File: src/uwp_pkg.sv
`default_nettype none
package uwp_pkg;

  // saturation point of the byte count
  localparam int unsigned MAX_BYTES = 65536;
  localparam int POS_W = 17;
  localparam logic [POS_W-1:0] POS_MAX = POS_W'(MAX_BYTES);

  // code point width and bounds
  localparam int CP_W = 21;
  localparam logic [CP_W-1:0] CP_MIN_2 = 21'h000080;
  localparam logic [CP_W-1:0] CP_MIN_3 = 21'h000800;
  localparam logic [CP_W-1:0] CP_MIN_4 = 21'h010000;
  localparam logic [CP_W-1:0] CP_MAX   = 21'h10FFFF;
  localparam logic [CP_W-1:0] SURR_LO  = 21'h00D800;
  localparam logic [CP_W-1:0] SURR_HI  = 21'h00DFFF;

  // queue between classifier and checker (power of two)
  localparam int QDEPTH = 2;
  localparam int QPTR_W = $clog2(QDEPTH);
  localparam int QCNT_W = $clog2(QDEPTH + 1);

  // byte classes
  typedef enum logic [2:0] {
    CLS_ASCII = 3'd0,
    CLS_LEAD2 = 3'd1,
    CLS_LEAD3 = 3'd2,
    CLS_LEAD4 = 3'd3,
    CLS_CONT  = 3'd4,
    CLS_BAD   = 3'd5
  } byte_cls_t;

  // sequence lengths in continuation bytes
  localparam logic [1:0] SEQ_NONE = 2'd0;
  localparam logic [1:0] SEQ_TWO  = 2'd1;
  localparam logic [1:0] SEQ_THREE = 2'd2;
  localparam logic [1:0] SEQ_FOUR = 2'd3;

  // classified item
  typedef struct packed {
    logic      present;
    logic      last;
    byte_cls_t cls;
    logic [5:0] bits;
  } uwp_item_t;

  // front to queue
  typedef struct packed {
    logic      push;
    uwp_item_t item;
  } uwp_push_t;

  // queue to back
  typedef struct packed {
    logic      valid;
    uwp_item_t item;
  } uwp_head_t;

endpackage
`default_nettype wire

File: src/uwp_if.sv
`default_nettype none
// byte channel
interface uwp_in_if;
  logic       valid;
  logic       ready;
  logic [7:0] data_byte;
  logic       byte_present;
  logic       last;

  modport source (output valid, output data_byte, output byte_present, output last,
                  input ready);
  modport sink (input valid, input data_byte, input byte_present, input last,
                output ready);
endinterface

// result channel
interface uwp_out_if;
  logic        valid;
  logic        ready;
  logic [16:0] prefix_len;
  logic        well_formed;

  modport source (output valid, output prefix_len, output well_formed, input ready);
  modport sink (input valid, input prefix_len, input well_formed, output ready);
endinterface
`default_nettype wire

File: src/utf8_wellformed_prefix.sv
// the last item of a string is stored in the queue, then popped into the result register that drives out_ch
// throughput: one item per clock, sustained while out_ch takes results as they appear
// a two-entry queue parts the byte classifier from the sequence checker, and the result
//   register lets the next string run while a result waits to be taken
// reset: synchronous, active low rst_n; clears the queue, string state and result valid
`default_nettype none
module utf8_wellformed_prefix (
  input  wire logic clk,
  input  wire logic rst_n,
  uwp_in_if.sink    in_ch,
  uwp_out_if.source out_ch
);

  uwp_pkg::uwp_push_t push;
  uwp_pkg::uwp_head_t head;
  logic               q_full;
  logic               pop;

  // classify bytes
  uwp_front u_front (
    .in_ch  (in_ch),
    .q_full (q_full),
    .push_o (push)
  );

  // decouple classifier from checker
  uwp_queue u_queue (
    .clk    (clk),
    .rst_n  (rst_n),
    .push_i (push),
    .pop    (pop),
    .q_full (q_full),
    .head_o (head)
  );

  // track sequences and report
  uwp_back u_back (
    .clk    (clk),
    .rst_n  (rst_n),
    .head_i (head),
    .pop    (pop),
    .out_ch (out_ch)
  );

endmodule
`default_nettype wire

File: src/uwp_front.sv
`default_nettype none
module uwp_front (
  uwp_in_if.sink                  in_ch,
  input  wire logic               q_full,
  output wire uwp_pkg::uwp_push_t push_o
);

  uwp_pkg::byte_cls_t cls;
  logic [5:0]         bits;

  // classify the byte and keep its payload bits
  always_comb begin
    cls  = uwp_pkg::CLS_BAD;
    bits = 6'd0;
    if (in_ch.data_byte inside {[8'h00:8'h7F]}) begin
      cls = uwp_pkg::CLS_ASCII;
    end else if (in_ch.data_byte inside {[8'h80:8'hBF]}) begin
      cls  = uwp_pkg::CLS_CONT;
      bits = in_ch.data_byte[5:0];
    end else if (in_ch.data_byte inside {[8'hC0:8'hDF]}) begin
      cls  = uwp_pkg::CLS_LEAD2;
      bits = {1'b0, in_ch.data_byte[4:0]};
    end else if (in_ch.data_byte inside {[8'hE0:8'hEF]}) begin
      cls  = uwp_pkg::CLS_LEAD3;
      bits = {2'b00, in_ch.data_byte[3:0]};
    end else if (in_ch.data_byte inside {[8'hF0:8'hF7]}) begin
      cls  = uwp_pkg::CLS_LEAD4;
      bits = {3'b000, in_ch.data_byte[2:0]};
    end
  end

  // accept whenever the queue has room
  assign in_ch.ready          = !q_full;
  assign push_o.push          = in_ch.valid && !q_full;
  assign push_o.item.present  = in_ch.byte_present;
  assign push_o.item.last     = in_ch.last;
  assign push_o.item.cls      = cls;
  assign push_o.item.bits     = bits;

endmodule
`default_nettype wire

File: src/uwp_queue.sv
`default_nettype none
module uwp_queue (
  input  wire logic               clk,
  input  wire logic               rst_n,
  input  wire uwp_pkg::uwp_push_t push_i,
  input  wire logic               pop,
  output logic                    q_full,
  output wire uwp_pkg::uwp_head_t head_o
);

  uwp_pkg::uwp_item_t mem [uwp_pkg::QDEPTH];
  logic [uwp_pkg::QPTR_W-1:0] wr_ptr_r, wr_ptr_nxt;
  logic [uwp_pkg::QPTR_W-1:0] rd_ptr_r, rd_ptr_nxt;
  logic [uwp_pkg::QCNT_W-1:0] count_r, count_nxt;
  logic do_push, do_pop;

  assign q_full       = (count_r == uwp_pkg::QCNT_W'(uwp_pkg::QDEPTH));
  assign head_o.valid = (count_r != '0);
  assign head_o.item  = mem[rd_ptr_r];
  assign do_push      = push_i.push && !q_full;
  assign do_pop       = pop && head_o.valid;

  // pointer and fill count
  always_comb begin
    wr_ptr_nxt = do_push ? wr_ptr_r + 1'b1 : wr_ptr_r;
    rd_ptr_nxt = do_pop ? rd_ptr_r + 1'b1 : rd_ptr_r;
    count_nxt  = count_r;
    if (do_push && !do_pop) begin
      count_nxt = count_r + 1'b1;
    end else if (do_pop && !do_push) begin
      count_nxt = count_r - 1'b1;
    end
  end

  always_ff @(posedge clk) begin
    if (!rst_n) begin
      wr_ptr_r <= '0;
      rd_ptr_r <= '0;
      count_r  <= '0;
    end else begin
      wr_ptr_r <= wr_ptr_nxt;
      rd_ptr_r <= rd_ptr_nxt;
      count_r  <= count_nxt;
    end
  end

  // storage
  always_ff @(posedge clk) begin
    if (do_push) begin
      mem[wr_ptr_r] <= push_i.item;
    end
  end

  // fill count stays within depth
  a_count_bound: assert property (@(posedge clk) disable iff (!rst_n)
    count_r <= uwp_pkg::QCNT_W'(uwp_pkg::QDEPTH))
    else $error("queue count above depth");

  // pointers stay apart by the fill count
  a_ptr_gap: assert property (@(posedge clk) disable iff (!rst_n)
    (wr_ptr_r - rd_ptr_r) == count_r[uwp_pkg::QPTR_W-1:0])
    else $error("queue pointers out of step with count");

  // a push into a full queue does not change the count
  a_full_hold: assert property (@(posedge clk) disable iff (!rst_n)
    q_full && !do_pop |=> count_r == uwp_pkg::QCNT_W'(uwp_pkg::QDEPTH))
    else $error("queue overran");

endmodule
`default_nettype wire

File: src/uwp_back.sv
`default_nettype none
module uwp_back (
  input  wire logic               clk,
  input  wire logic               rst_n,
  input  wire uwp_pkg::uwp_head_t head_i,
  output logic                    pop,
  uwp_out_if.source               out_ch
);

  logic [uwp_pkg::POS_W-1:0] pos_r, pos_nxt;
  logic [uwp_pkg::POS_W-1:0] start_r, start_nxt;
  logic [1:0]                rem_r, rem_nxt;
  logic [1:0]                seq_len_r, seq_len_nxt;
  logic [uwp_pkg::CP_W-1:0]  cp_r, cp_nxt;
  logic                      failed_r, failed_nxt;
  logic                      out_valid_r;
  logic [uwp_pkg::POS_W-1:0] out_len_r;
  logic                      out_ok_r;
  logic                      overlong, bad_value;
  uwp_pkg::uwp_item_t        it;

  assign it  = head_i.item;
  // only a last item has to wait for the result register
  assign pop = head_i.valid && (!it.last || !out_valid_r || out_ch.ready);

  // sequence tracking for one item
  always_comb begin
    pos_nxt     = pos_r;
    start_nxt   = start_r;
    rem_nxt     = rem_r;
    seq_len_nxt = seq_len_r;
    cp_nxt      = cp_r;
    failed_nxt  = failed_r;
    overlong    = 1'b0;
    bad_value   = 1'b0;
    if (it.present) begin
      if (!failed_r) begin
        if (rem_r == 2'd0) begin
          start_nxt = pos_r;
          case (it.cls)
            uwp_pkg::CLS_ASCII: begin
            end
            uwp_pkg::CLS_LEAD2: begin
              seq_len_nxt = uwp_pkg::SEQ_TWO;
              rem_nxt     = uwp_pkg::SEQ_TWO;
              cp_nxt      = uwp_pkg::CP_W'(it.bits);
            end
            uwp_pkg::CLS_LEAD3: begin
              seq_len_nxt = uwp_pkg::SEQ_THREE;
              rem_nxt     = uwp_pkg::SEQ_THREE;
              cp_nxt      = uwp_pkg::CP_W'(it.bits);
            end
            uwp_pkg::CLS_LEAD4: begin
              seq_len_nxt = uwp_pkg::SEQ_FOUR;
              rem_nxt     = uwp_pkg::SEQ_FOUR;
              cp_nxt      = uwp_pkg::CP_W'(it.bits);
            end
            default: begin
              failed_nxt = 1'b1;
            end
          endcase
        end else if (it.cls != uwp_pkg::CLS_CONT) begin
          failed_nxt = 1'b1;
        end else begin
          cp_nxt  = {cp_r[uwp_pkg::CP_W-7:0], it.bits};
          rem_nxt = rem_r - 2'd1;
          if (rem_nxt == 2'd0) begin
            overlong = (seq_len_r == uwp_pkg::SEQ_TWO   && cp_nxt < uwp_pkg::CP_MIN_2) ||
                       (seq_len_r == uwp_pkg::SEQ_THREE && cp_nxt < uwp_pkg::CP_MIN_3) ||
                       (seq_len_r == uwp_pkg::SEQ_FOUR  && cp_nxt < uwp_pkg::CP_MIN_4);
            bad_value = (cp_nxt > uwp_pkg::CP_MAX) ||
                        (cp_nxt >= uwp_pkg::SURR_LO && cp_nxt <= uwp_pkg::SURR_HI);
            failed_nxt = overlong || bad_value;
          end
        end
      end
      // saturating byte count
      if (pos_r < uwp_pkg::POS_MAX) begin
        pos_nxt = pos_r + 1'b1;
      end
    end
  end

  // string state, cleared after the last item
  always_ff @(posedge clk) begin
    if (!rst_n) begin
      pos_r     <= '0;
      start_r   <= '0;
      rem_r     <= '0;
      seq_len_r <= '0;
      cp_r      <= '0;
      failed_r  <= 1'b0;
    end else if (pop) begin
      if (it.last) begin
        pos_r     <= '0;
        start_r   <= '0;
        rem_r     <= '0;
        seq_len_r <= '0;
        cp_r      <= '0;
        failed_r  <= 1'b0;
      end else begin
        pos_r     <= pos_nxt;
        start_r   <= start_nxt;
        rem_r     <= rem_nxt;
        seq_len_r <= seq_len_nxt;
        cp_r      <= cp_nxt;
        failed_r  <= failed_nxt;
      end
    end
  end

  // result register
  always_ff @(posedge clk) begin
    if (!rst_n) begin
      out_valid_r <= 1'b0;
    end else if (pop && it.last) begin
      out_valid_r <= 1'b1;
    end else if (out_ch.ready) begin
      out_valid_r <= 1'b0;
    end
  end

  always_ff @(posedge clk) begin
    if (pop && it.last) begin
      if (failed_nxt || rem_nxt != 2'd0) begin
        out_len_r <= start_nxt;
        out_ok_r  <= 1'b0;
      end else begin
        out_len_r <= pos_nxt;
        out_ok_r  <= 1'b1;
      end
    end
  end

  assign out_ch.valid       = out_valid_r;
  assign out_ch.prefix_len  = out_len_r;
  assign out_ch.well_formed = out_ok_r;

  // open sequence never needs more than it announced
  a_rem_le_len: assert property (@(posedge clk) disable iff (!rst_n)
    rem_r <= seq_len_r)
    else $error("remaining count above sequence length");

  // sequence start never runs ahead of the byte count
  a_start_le_pos: assert property (@(posedge clk) disable iff (!rst_n)
    start_r <= pos_r)
    else $error("sequence start beyond byte count");

  // state is clear after a last item
  a_clear: assert property (@(posedge clk) disable iff (!rst_n)
    pop && it.last |=> pos_r == '0 && rem_r == 2'd0 && !failed_r)
    else $error("string state not cleared");

  // a well-formed result carries the full count
  a_ok_len: assert property (@(posedge clk) disable iff (!rst_n)
    pop && it.last && !failed_nxt && rem_nxt == 2'd0 |=> out_len_r == $past(pos_nxt))
    else $error("well-formed length mismatch");

endmodule
`default_nettype wire

File: src/flat_wrapper.sv
// flat-port wrapper written by rule: the top's interface ports become plain ports
module utf8_wellformed_prefix_flat 
  (clk, rst_n, in_ch_valid, in_ch_data_byte, in_ch_byte_present, in_ch_last, in_ch_ready, out_ch_valid, out_ch_prefix_len, out_ch_well_formed, out_ch_ready);
  uwp_in_if in_ch_i ();
  uwp_out_if out_ch_i ();
  input  wire logic clk;
  input  wire logic rst_n;
  input wire logic [$bits(in_ch_i.valid)-1:0] in_ch_valid;
  input wire logic [$bits(in_ch_i.data_byte)-1:0] in_ch_data_byte;
  input wire logic [$bits(in_ch_i.byte_present)-1:0] in_ch_byte_present;
  input wire logic [$bits(in_ch_i.last)-1:0] in_ch_last;
  output wire logic [$bits(in_ch_i.ready)-1:0] in_ch_ready;
  output wire logic [$bits(out_ch_i.valid)-1:0] out_ch_valid;
  output wire logic [$bits(out_ch_i.prefix_len)-1:0] out_ch_prefix_len;
  output wire logic [$bits(out_ch_i.well_formed)-1:0] out_ch_well_formed;
  input wire logic [$bits(out_ch_i.ready)-1:0] out_ch_ready;
  assign in_ch_i.valid = in_ch_valid;
  assign in_ch_i.data_byte = in_ch_data_byte;
  assign in_ch_i.byte_present = in_ch_byte_present;
  assign in_ch_i.last = in_ch_last;
  assign in_ch_ready = in_ch_i.ready;
  assign out_ch_valid = out_ch_i.valid;
  assign out_ch_prefix_len = out_ch_i.prefix_len;
  assign out_ch_well_formed = out_ch_i.well_formed;
  assign out_ch_i.ready = out_ch_ready;
  utf8_wellformed_prefix u_core (.clk(clk), .rst_n(rst_n), .in_ch(in_ch_i), .out_ch(out_ch_i));
endmodule
File: config.mk
export PLATFORM = sky130hd
export DESIGN_NAME = utf8_wellformed_prefix_flat
export DESIGN_NICKNAME = d
export VERILOG_FILES = /design/src/uwp_pkg.sv /design/src/uwp_if.sv /design/src/utf8_wellformed_prefix.sv /design/src/uwp_front.sv /design/src/uwp_queue.sv /design/src/uwp_back.sv /design/src/flat_wrapper.sv
export SDC_FILE = /design/constraint.sdc
export NUM_CORES = 1
export LEC_CHECK = 0
export ABC_AREA = 1
export ABC_CLOCK_PERIOD_IN_PS = 5600
export BUFFER_PORTS_ARGS = -buffer_cell sky130_fd_sc_hd__buf_2
export CAP_MARGIN = 0
export CORE_MARGIN = 8
export CORE_UTILIZATION = 50
export DETAILED_ROUTE_END_ITERATION = 10
export GPL_TIMING_DRIVEN = 0
export PLACE_DENSITY = 0.64
export SLEW_MARGIN = 20
export SYNTH_ARGS = -nofsm -noshare
export SYNTH_HDL_FRONTEND = slang
export SYNTH_SLANG_ARGS = --single-unit
File: constraint.sdc
create_clock -name clk -period 5.6 [get_ports clk]
set_input_delay 1.12 -clock clk [delete_from_list [all_inputs] [get_ports clk]]
set_output_delay 1.12 -clock clk [all_outputs]
set_load 0.02 [all_outputs]
==> qor.tcl, run 1 <==
set qor(layout-area-overhead-vs-synth_pct) 10.5
set qor(synthesis.instances) 633
set qor(drt_wl_total_um) 11100
set qor(place.detailed.hpwl_um) 8010
set qor(grt_pass1_wl_um) 18600
set qor(total_nets_after_synthesis) 651
set qor(worstSkewPairLatency_ns) 0.38
set qor(core_area_um2) 9590
set qor(ant_nets) 0
set qor(drt_iter0_markers) 295
set qor(period_needed_ns) 2.75
set qor(critPathMaxFanout) 10
set qor(numPlacedInstances) 799
set qor(post_synth_and_or_nand_nor_area_fraction) 0.281
set qor(floorplan.die.width_um) 115
set qor(h-tree-depth) 3
set qor(min_period_over_period) 0.491
set qor(fin_worst_skew_ns) 0.00934
set qor(total_global_routing_track_utilization) 0.181
set qor(yosysSeqAreaShare) 0.494
set qor(total_iterations_of_the_first_detailed_routing_run) 4
set qor(clk_pin_slew_ns) 0.09
set qor(worst_ep_arrival_time_ns) 3.02
set qor(final_report_max_slew_violation_count) 0
set qor(synth_cell_type_count) 33
set qor(yosys.area_share.adder) 0.0103
set qor(synth-warning-count) 0
set qor(tritoncts_num_sinks) 100
set qor(post_synth_xor_area_fraction) 0.0180
set qor(hold_viol) 0
set qor(timing.setup.critical_path_class) {in2reg}
set qor(ctsResizeCount) 0
set qor(max_vdd_drop_uv) 217
set qor(clockPowerShare) 0.164
set qor(antenna-diode-count) 0
set qor(yosys-top-cells-count) {nand2_1, inv_1, a21oi_1}
set qor(stdcell_count) 815
set qor(top_level_ports) 34
set qor(worstSetupEndpointType) {flip-flop}
set qor(power_switching_share) 0.456
set qor(largest_net_degree_at_the_start_of_global_routing) 19
set qor(sequential_share_of_power) 0.376
set qor(gpl.final_weighted_congestion) 0.896
set qor(rsz0062_at_grt) {false}
set qor(nNetsFinal) 695
set qor(timing.fmax_mhz) 364
set qor(p_total_w) 0.00264
set qor(cp_data_required_time_ns) 5.87
set qor(cts_buffer_depth) 2
set qor(nFillCells) 946
set qor(timing.final.setup_violations) 0
set qor(fp-row-count) 36
set qor(first_global_vias) 3879
set qor(die_h_um) 115
set qor(initial_utilization) 0.507
set qor(internal_power_w) 0.00144
set qor(drive_gt1_frac) 0.129
set qor(grt-ovfl-total) 0
set qor(synth_seq_cells) 100
set qor(fin_tns_setup_ns) 0
set qor(post-synth-top-count-cell) {nand2_1}
set qor(synth.avg_cell_area_um2) 7.68
set qor(detail_route.wl_per_cell_um) 13.7
set qor(startpoint_type) {primary input}
set qor(synth_edf_count) 40
set qor(post-synth-top-area-cell) {dfxtp_1}
set qor(hold_class) {reg2reg}
set qor(drc) 0
set qor(buffer_ports.inserted) 33
set qor(tritoncts_clock_tree) {yes}
set qor(root_buffer) {clkbuf_8}
set qor(cts.repair_timing.setup_buffer_count) 0
set qor(drt-vias-per-instance) 5.11
set qor(synth.area.top_cells) {dfxtp_1, edfxtp_1, nand2_1, a21oi_1, inv_1}
set qor(muxShareOfSynthArea) 0
set qor(fp.dieArea_um2) 13100
set qor(hold_fix_buffers_cts) 0
set qor(synthDominantCellAreaShare) 0.247
set qor(share_of_the_core_filled_with_cells_in_the_final_layout) 0.560
set qor(timing.slew.headroom) 0.333
set qor(netlist_area_um2) 4860
set qor(comb_power_share) 0.460
set qor(yosys_most_used_dff) {dfxtp_1}
set qor(cap_viol_max_count) 0
set qor(synth_compound_area_frac) 0.118
set qor(power.leakage_nw) 2.19
set qor(dominant_combinational_cell_family_by_area_after_synthesis) {simple AND/OR/NAND/NOR gates}
set qor(async_flop_share) 0
set qor(vias) 4165
set qor(antenna_found_initial) 0
set qor(numCtsBuffers) 9
set qor(p_switching_w) 0.00120
set qor(power_density_nw_per_um2) 491
set qor(run_status) {finished clean}
set qor(max_slew.worst_pin.slew_ns) 0.997
-- final timing paths --
check	start	to	slack [ns]	depth (start not counted)
worst min register to register	u_core.u_queue.rd_ptr_r	flip-flop	0.46	1
worst max-delay path	out_ch_ready	u_core.u_queue.count_r[1]	2.85	11
worst max register to register	flip-flop	u_core.u_queue.count_r[1]	2.96	12
worst min-delay path	u_core.u_queue.rd_ptr_r	flip-flop	0.46	1
-- cells by family (layout without fill, tap and decap cells) --
family,Yosys count,in the layout
xor+xnor,10,10
buf+inv,94,143
simple gates,317,317
flops,100,100
compound gates,108,108
fa+ha+maj,4,4
-- critical path, stage by stage --
cell and delay [ns]:
buf_2 0.09, inv_1 0.04, nand2_1 0.08, o22ai_2 0.15, buf_2 0.26, buf_1 0.47, ha_1 0.36, a21oi_1 0.12
o21ai_0 0.11, o21ai_0 0.15, a21oi_1 0.05
-- flip-flops by register name, summed over array words and instances (netlist names), named ones only --
name / count
u_core.u_back.cp_r: 15
u_core.u_back.failed_r: 1
u_core.u_back.out_ch.prefix_len: 17
u_core.u_back.out_ch.valid: 1
u_core.u_back.out_ch.well_formed: 1
u_core.u_back.pos_r: 17
u_core.u_back.rem_r: 2
u_core.u_back.seq_len_r: 2
u_core.u_back.start_r: 17
u_core.u_queue.count_r: 2
u_core.u_queue.mem: 22
u_core.u_queue.rd_ptr_r: 1
u_core.u_queue.wr_ptr_r: 1
-- through the flow --
step                      hold slack, ns  cell area (µm²)  setup slack (ns)
after CTS                          0.458             5370              2.84
after global placement             0.436             5190              2.44
final                              0.457             5370              2.85
after global routing               0.488             5370              2.68
after detailed placement           0.444             5190              2.44
after floorplan                    0.425             4860              2.97
-- cells in the final DEF, fill, tap and decap left out, types with 10 or more instances in the layout --
cell type / n
nand2_1: 201
nand3_1: 31
xor2_1: 10
clkbuf_8: 10
inv_1: 64
nor2_1: 44
buf_2: 35
o21ai_0: 37
clkbuf_1: 12
dfxtp_1: 60
a21oi_1: 62
edfxtp_1: 40
-- per-layer routing --
layer	up-vias	track usage	part of all wire
li1	2130	-	-
met1	1922	0.238	0.47
met2	95	0.284	0.46
met3	18	0.0390	0.056
met4	0	0.0665	0.016
met5	-	0	0
-- final cells by class --
class,count,area [µm²],area share
Clock inverter,5,37.5,0.00699
Sequential cell,100,2400,0.447
Multi-Input combinational cell,439,2080,0.387
Timing Repair Buffer,33,165,0.0307
Inverter,73,274,0.0510
Tap cell,133,166,0.0310
Buffer,21,108,0.0200
Clock buffer,11,141,0.0263
-- power by group through the flow --
| stage | combinational (W) | clock [W] | sequential, W |
|---|---|---|---|
| after floorplan | 0.000818 | 0 | 0.00105 |
| after global placement | 0.00120 | 0 | 0.00101 |
| after detailed placement | 0.00121 | 0 | 0.00101 |
| after CTS | 0.00122 | 0.000441 | 0.000993 |
| after global routing | 0.00135 | 0.000472 | 0.00101 |
| final | 0.00121 | 0.000431 | 0.000992 |
No activity file was read; power rests on OpenSTA's default activity.
==> inputs of run 2 (changes only) <==
Settings changed: ABC_CLOCK_PERIOD_IN_PS 5600 to 2300, PLACE_DENSITY 0.64 to 0.67.
Clock period 5.6 ns to 2.3 ns, I/O delays scaled along.
==> run 2 against run 1 <==
Against the previous run:
- final area rose by 1.3%
- via count fell by 0.98%
- global-route usage fell by 0.35 points
- highest routed layer unchanged
==> qor.tcl, run 2 (synthesis gave the netlist of run 1 again) <==
set qor(run_status) {finished clean}
set qor(hold_viol) 0 ;# unchanged
set qor(tritoncts_clock_tree) {yes}
set qor(path_buf_inv) 3 ;# -1
set qor(buffer_ports.inserted) 33 ;# unchanged
set qor(worstSkewPairLatency_ns) 0.37 ;# about the same
set qor(numCtsBuffers) 9 ;# unchanged
set qor(timing.slew.headroom) 0.380 ;# +0.0474
set qor(drive_gt1_frac) 0.142 ;# +0.0132
set qor(nNetsFinal) 695 ;# unchanged
set qor(drt_iter0_markers) 181 ;# -39%
set qor(core_area_um2) 9590 ;# unchanged
set qor(nFillCells) 912 ;# -3.6%
set qor(hold_fix_buffers_cts) 0 ;# unchanged
set qor(cpPeakStageDelay_ns) 0.35 ;# -0.12 ns
set qor(cap_viol_max_count) 0 ;# unchanged
set qor(rsz0062_at_grt) {false}
set qor(h-tree-depth) 3 ;# unchanged
set qor(max_slew.worst_pin.slew_ns) 0.926 ;# -0.0708 ns
set qor(path_cells) {inv_2 -> nand2_1 -> nand2_1 -> inv_1 -> o22ai_2 -> buf_4 -> ha_1 -> a21oi_1 -> o21ai_0 -> o21ai_0 -> a21oi_1}
set qor(fin_tns_setup_ns) 0 ;# unchanged
set qor(total_global_routing_track_utilization) 0.177 ;# -0.00349
set qor(slowest_cell_on_crit_path) {dfxtp_2}
set qor(tritoncts_num_sinks) 100 ;# unchanged
set qor(startpoint_type) {flip-flop}
set qor(clk_pin_slew_ns) 0.09 ;# about the same
set qor(die_h_um) 115 ;# unchanged
set qor(antenna_found_initial) 0 ;# unchanged
set qor(drt-vias-per-instance) 5.06 ;# -0.98%
set qor(cp_data_required_time_ns) 2.56 ;# -3.31 ns
set qor(timing.final.setup_violations) 0 ;# unchanged
set qor(worstSetupEndpointType) {flip-flop}
set qor(cts_buffer_depth) 2 ;# unchanged
set qor(largest_reg_flops) 22 ;# unchanged
set qor(vias) 4124 ;# -0.98%
set qor(layout-area-overhead-vs-synth_pct) 11.9
set qor(antenna-diode-count) 0 ;# unchanged
set qor(root_buffer) {clkbuf_8}
set qor(max_vdd_drop_uv) 657 ;# +200%
set qor(grt_pass1_wl_um) 18300 ;# -1.7%
set qor(top_level_ports) 34 ;# unchanged
set qor(drc) 0 ;# unchanged
set qor(fin_worst_skew_ns) 0.00971 ;# +0.000374 ns
set qor(worst_ep_arrival_time_ns) 2.43 ;# -0.59 ns
set qor(largest_net_degree_at_the_start_of_global_routing) 20 ;# +1
set qor(first_global_vias) 3882 ;# +0.077%
set qor(floorplan.die.width_um) 115 ;# unchanged
set qor(detail_route.wl_per_cell_um) 13.7 ;# about the same
set qor(min_period_over_period) 0.945
set qor(drt_wl_total_um) 11100 ;# about the same
set qor(period_needed_ns) 2.17
set qor(fp.dieArea_um2) 13100 ;# unchanged
set qor(place.detailed.hpwl_um) 8010 ;# about the same
set qor(holdWs_ns) 0.274 ;# -0.183 ns
set qor(gpl.final_weighted_congestion) 0.887 ;# -1.0%
set qor(layout_common_cells) {nand2_1, inv_1, a21oi_1, dfxtp_1, nor2_1}
set qor(largest_register) {u_core.u_queue.mem}
set qor(cp_top_family) {compound AO/OA/AOI/OAI gates}
set qor(hold_class) {in2reg}
set qor(timing.setup.critical_path_class) {reg2reg}
set qor(fp-row-count) 36 ;# unchanged
set qor(critPathMaxFanout) 19 ;# +9
set qor(ant_nets) 0 ;# unchanged
set qor(final_common_cell) {nand2_1}
set qor(power.leakage_nw) 2.21 ;# +1.2%
set qor(grt-ovfl-total) 0 ;# unchanged
set qor(total_iterations_of_the_first_detailed_routing_run) 4 ;# unchanged
set qor(timing.fmax_mhz) 460
set qor(final_report_max_slew_violation_count) 0 ;# unchanged
set qor(power_density_nw_per_um2) 1230 ;# +150%
set qor(initial_utilization) 0.507 ;# unchanged
run 2: worst paths after layout:
path                                         startpoint  depth (start not counted)  slack (ns)                        end
worst max register to register                flip-flop                         11        0.13  u_core.u_queue.count_r[1]
worst min-delay path                         in_ch_last                          1        0.27   u_core.u_queue.mem[1][9]
worst min register to register  u_core.u_queue.rd_ptr_r                          1        0.46                  flip-flop
worst max-delay path                          flip-flop                         11        0.13  u_core.u_queue.count_r[1]
run 2: through the flow:
step | power [W] | instances | cell area (µm²) | util | worst slack (ns)
after floorplan | 0.00456 | 633 | 4860 | - | 0.239
after global placement | 0.00539 | 799 | 5190 | 0.541 | -0.250
after detailed placement | 0.00544 | 799 | 5190 | 0.541 | -0.351
after CTS | 0.00669 | 814 | 5420 | 0.565 | 0.0106
after global routing | 0.00717 | 815 | 5440 | 0.567 | 0.00527
final | 0.00672 | 815 | 5440 | 0.567 | 0.126
run 2: worst reg2reg max path, cell delays in order (launching register included):
cell and delay (ns):
dfxtp_2 0.35, inv_2 0.08, nand2_1 0.06, nand2_1 0.19, inv_1 0.14, o22ai_2 0.14, buf_4 0.28, ha_1 0.31
a21oi_1 0.13, o21ai_0 0.13, o21ai_0 0.20, a21oi_1 0.06
run 2: final cells by class:
type                            instances  area [µm²]  area share
Clock buffer                           10         138      0.0253
Timing Repair Buffer                   34         173      0.0317
Sequential cell                       100        2400       0.442
Clock inverter                          6        86.3      0.0159
Multi-Input combinational cell        439        2090       0.384
Tap cell                              133         166      0.0306
Buffer                                 20         108      0.0198
Inverter                               73         278      0.0510
run 2: repair_timing:
item                                    CTS  global route
setup buffers                             0             1
pin swaps                                 0             2
gates resized for setup                   2             6
endpoints found under the setup margin   11            55
run 2: report_power, final:
group | switching, W | leakage, nW | internal (W)
logic | 0.00218 | 1.23 | 0.000867
clock network | 0.000606 | 0.114 | 0.000643
registers | 0.000180 | 0.869 | 0.00225
run 2: layer usage:
metal / vias to the layer above / GRT usage / wire (µm)
li1: 2130 / - / -
met1: 1884 / 0.227 / 5260
met2: 96 / 0.281 / 5100
met3: 14 / 0.0469 / 614
met4: 0 / 0.0603 / 157
met5: - / 0 / 0
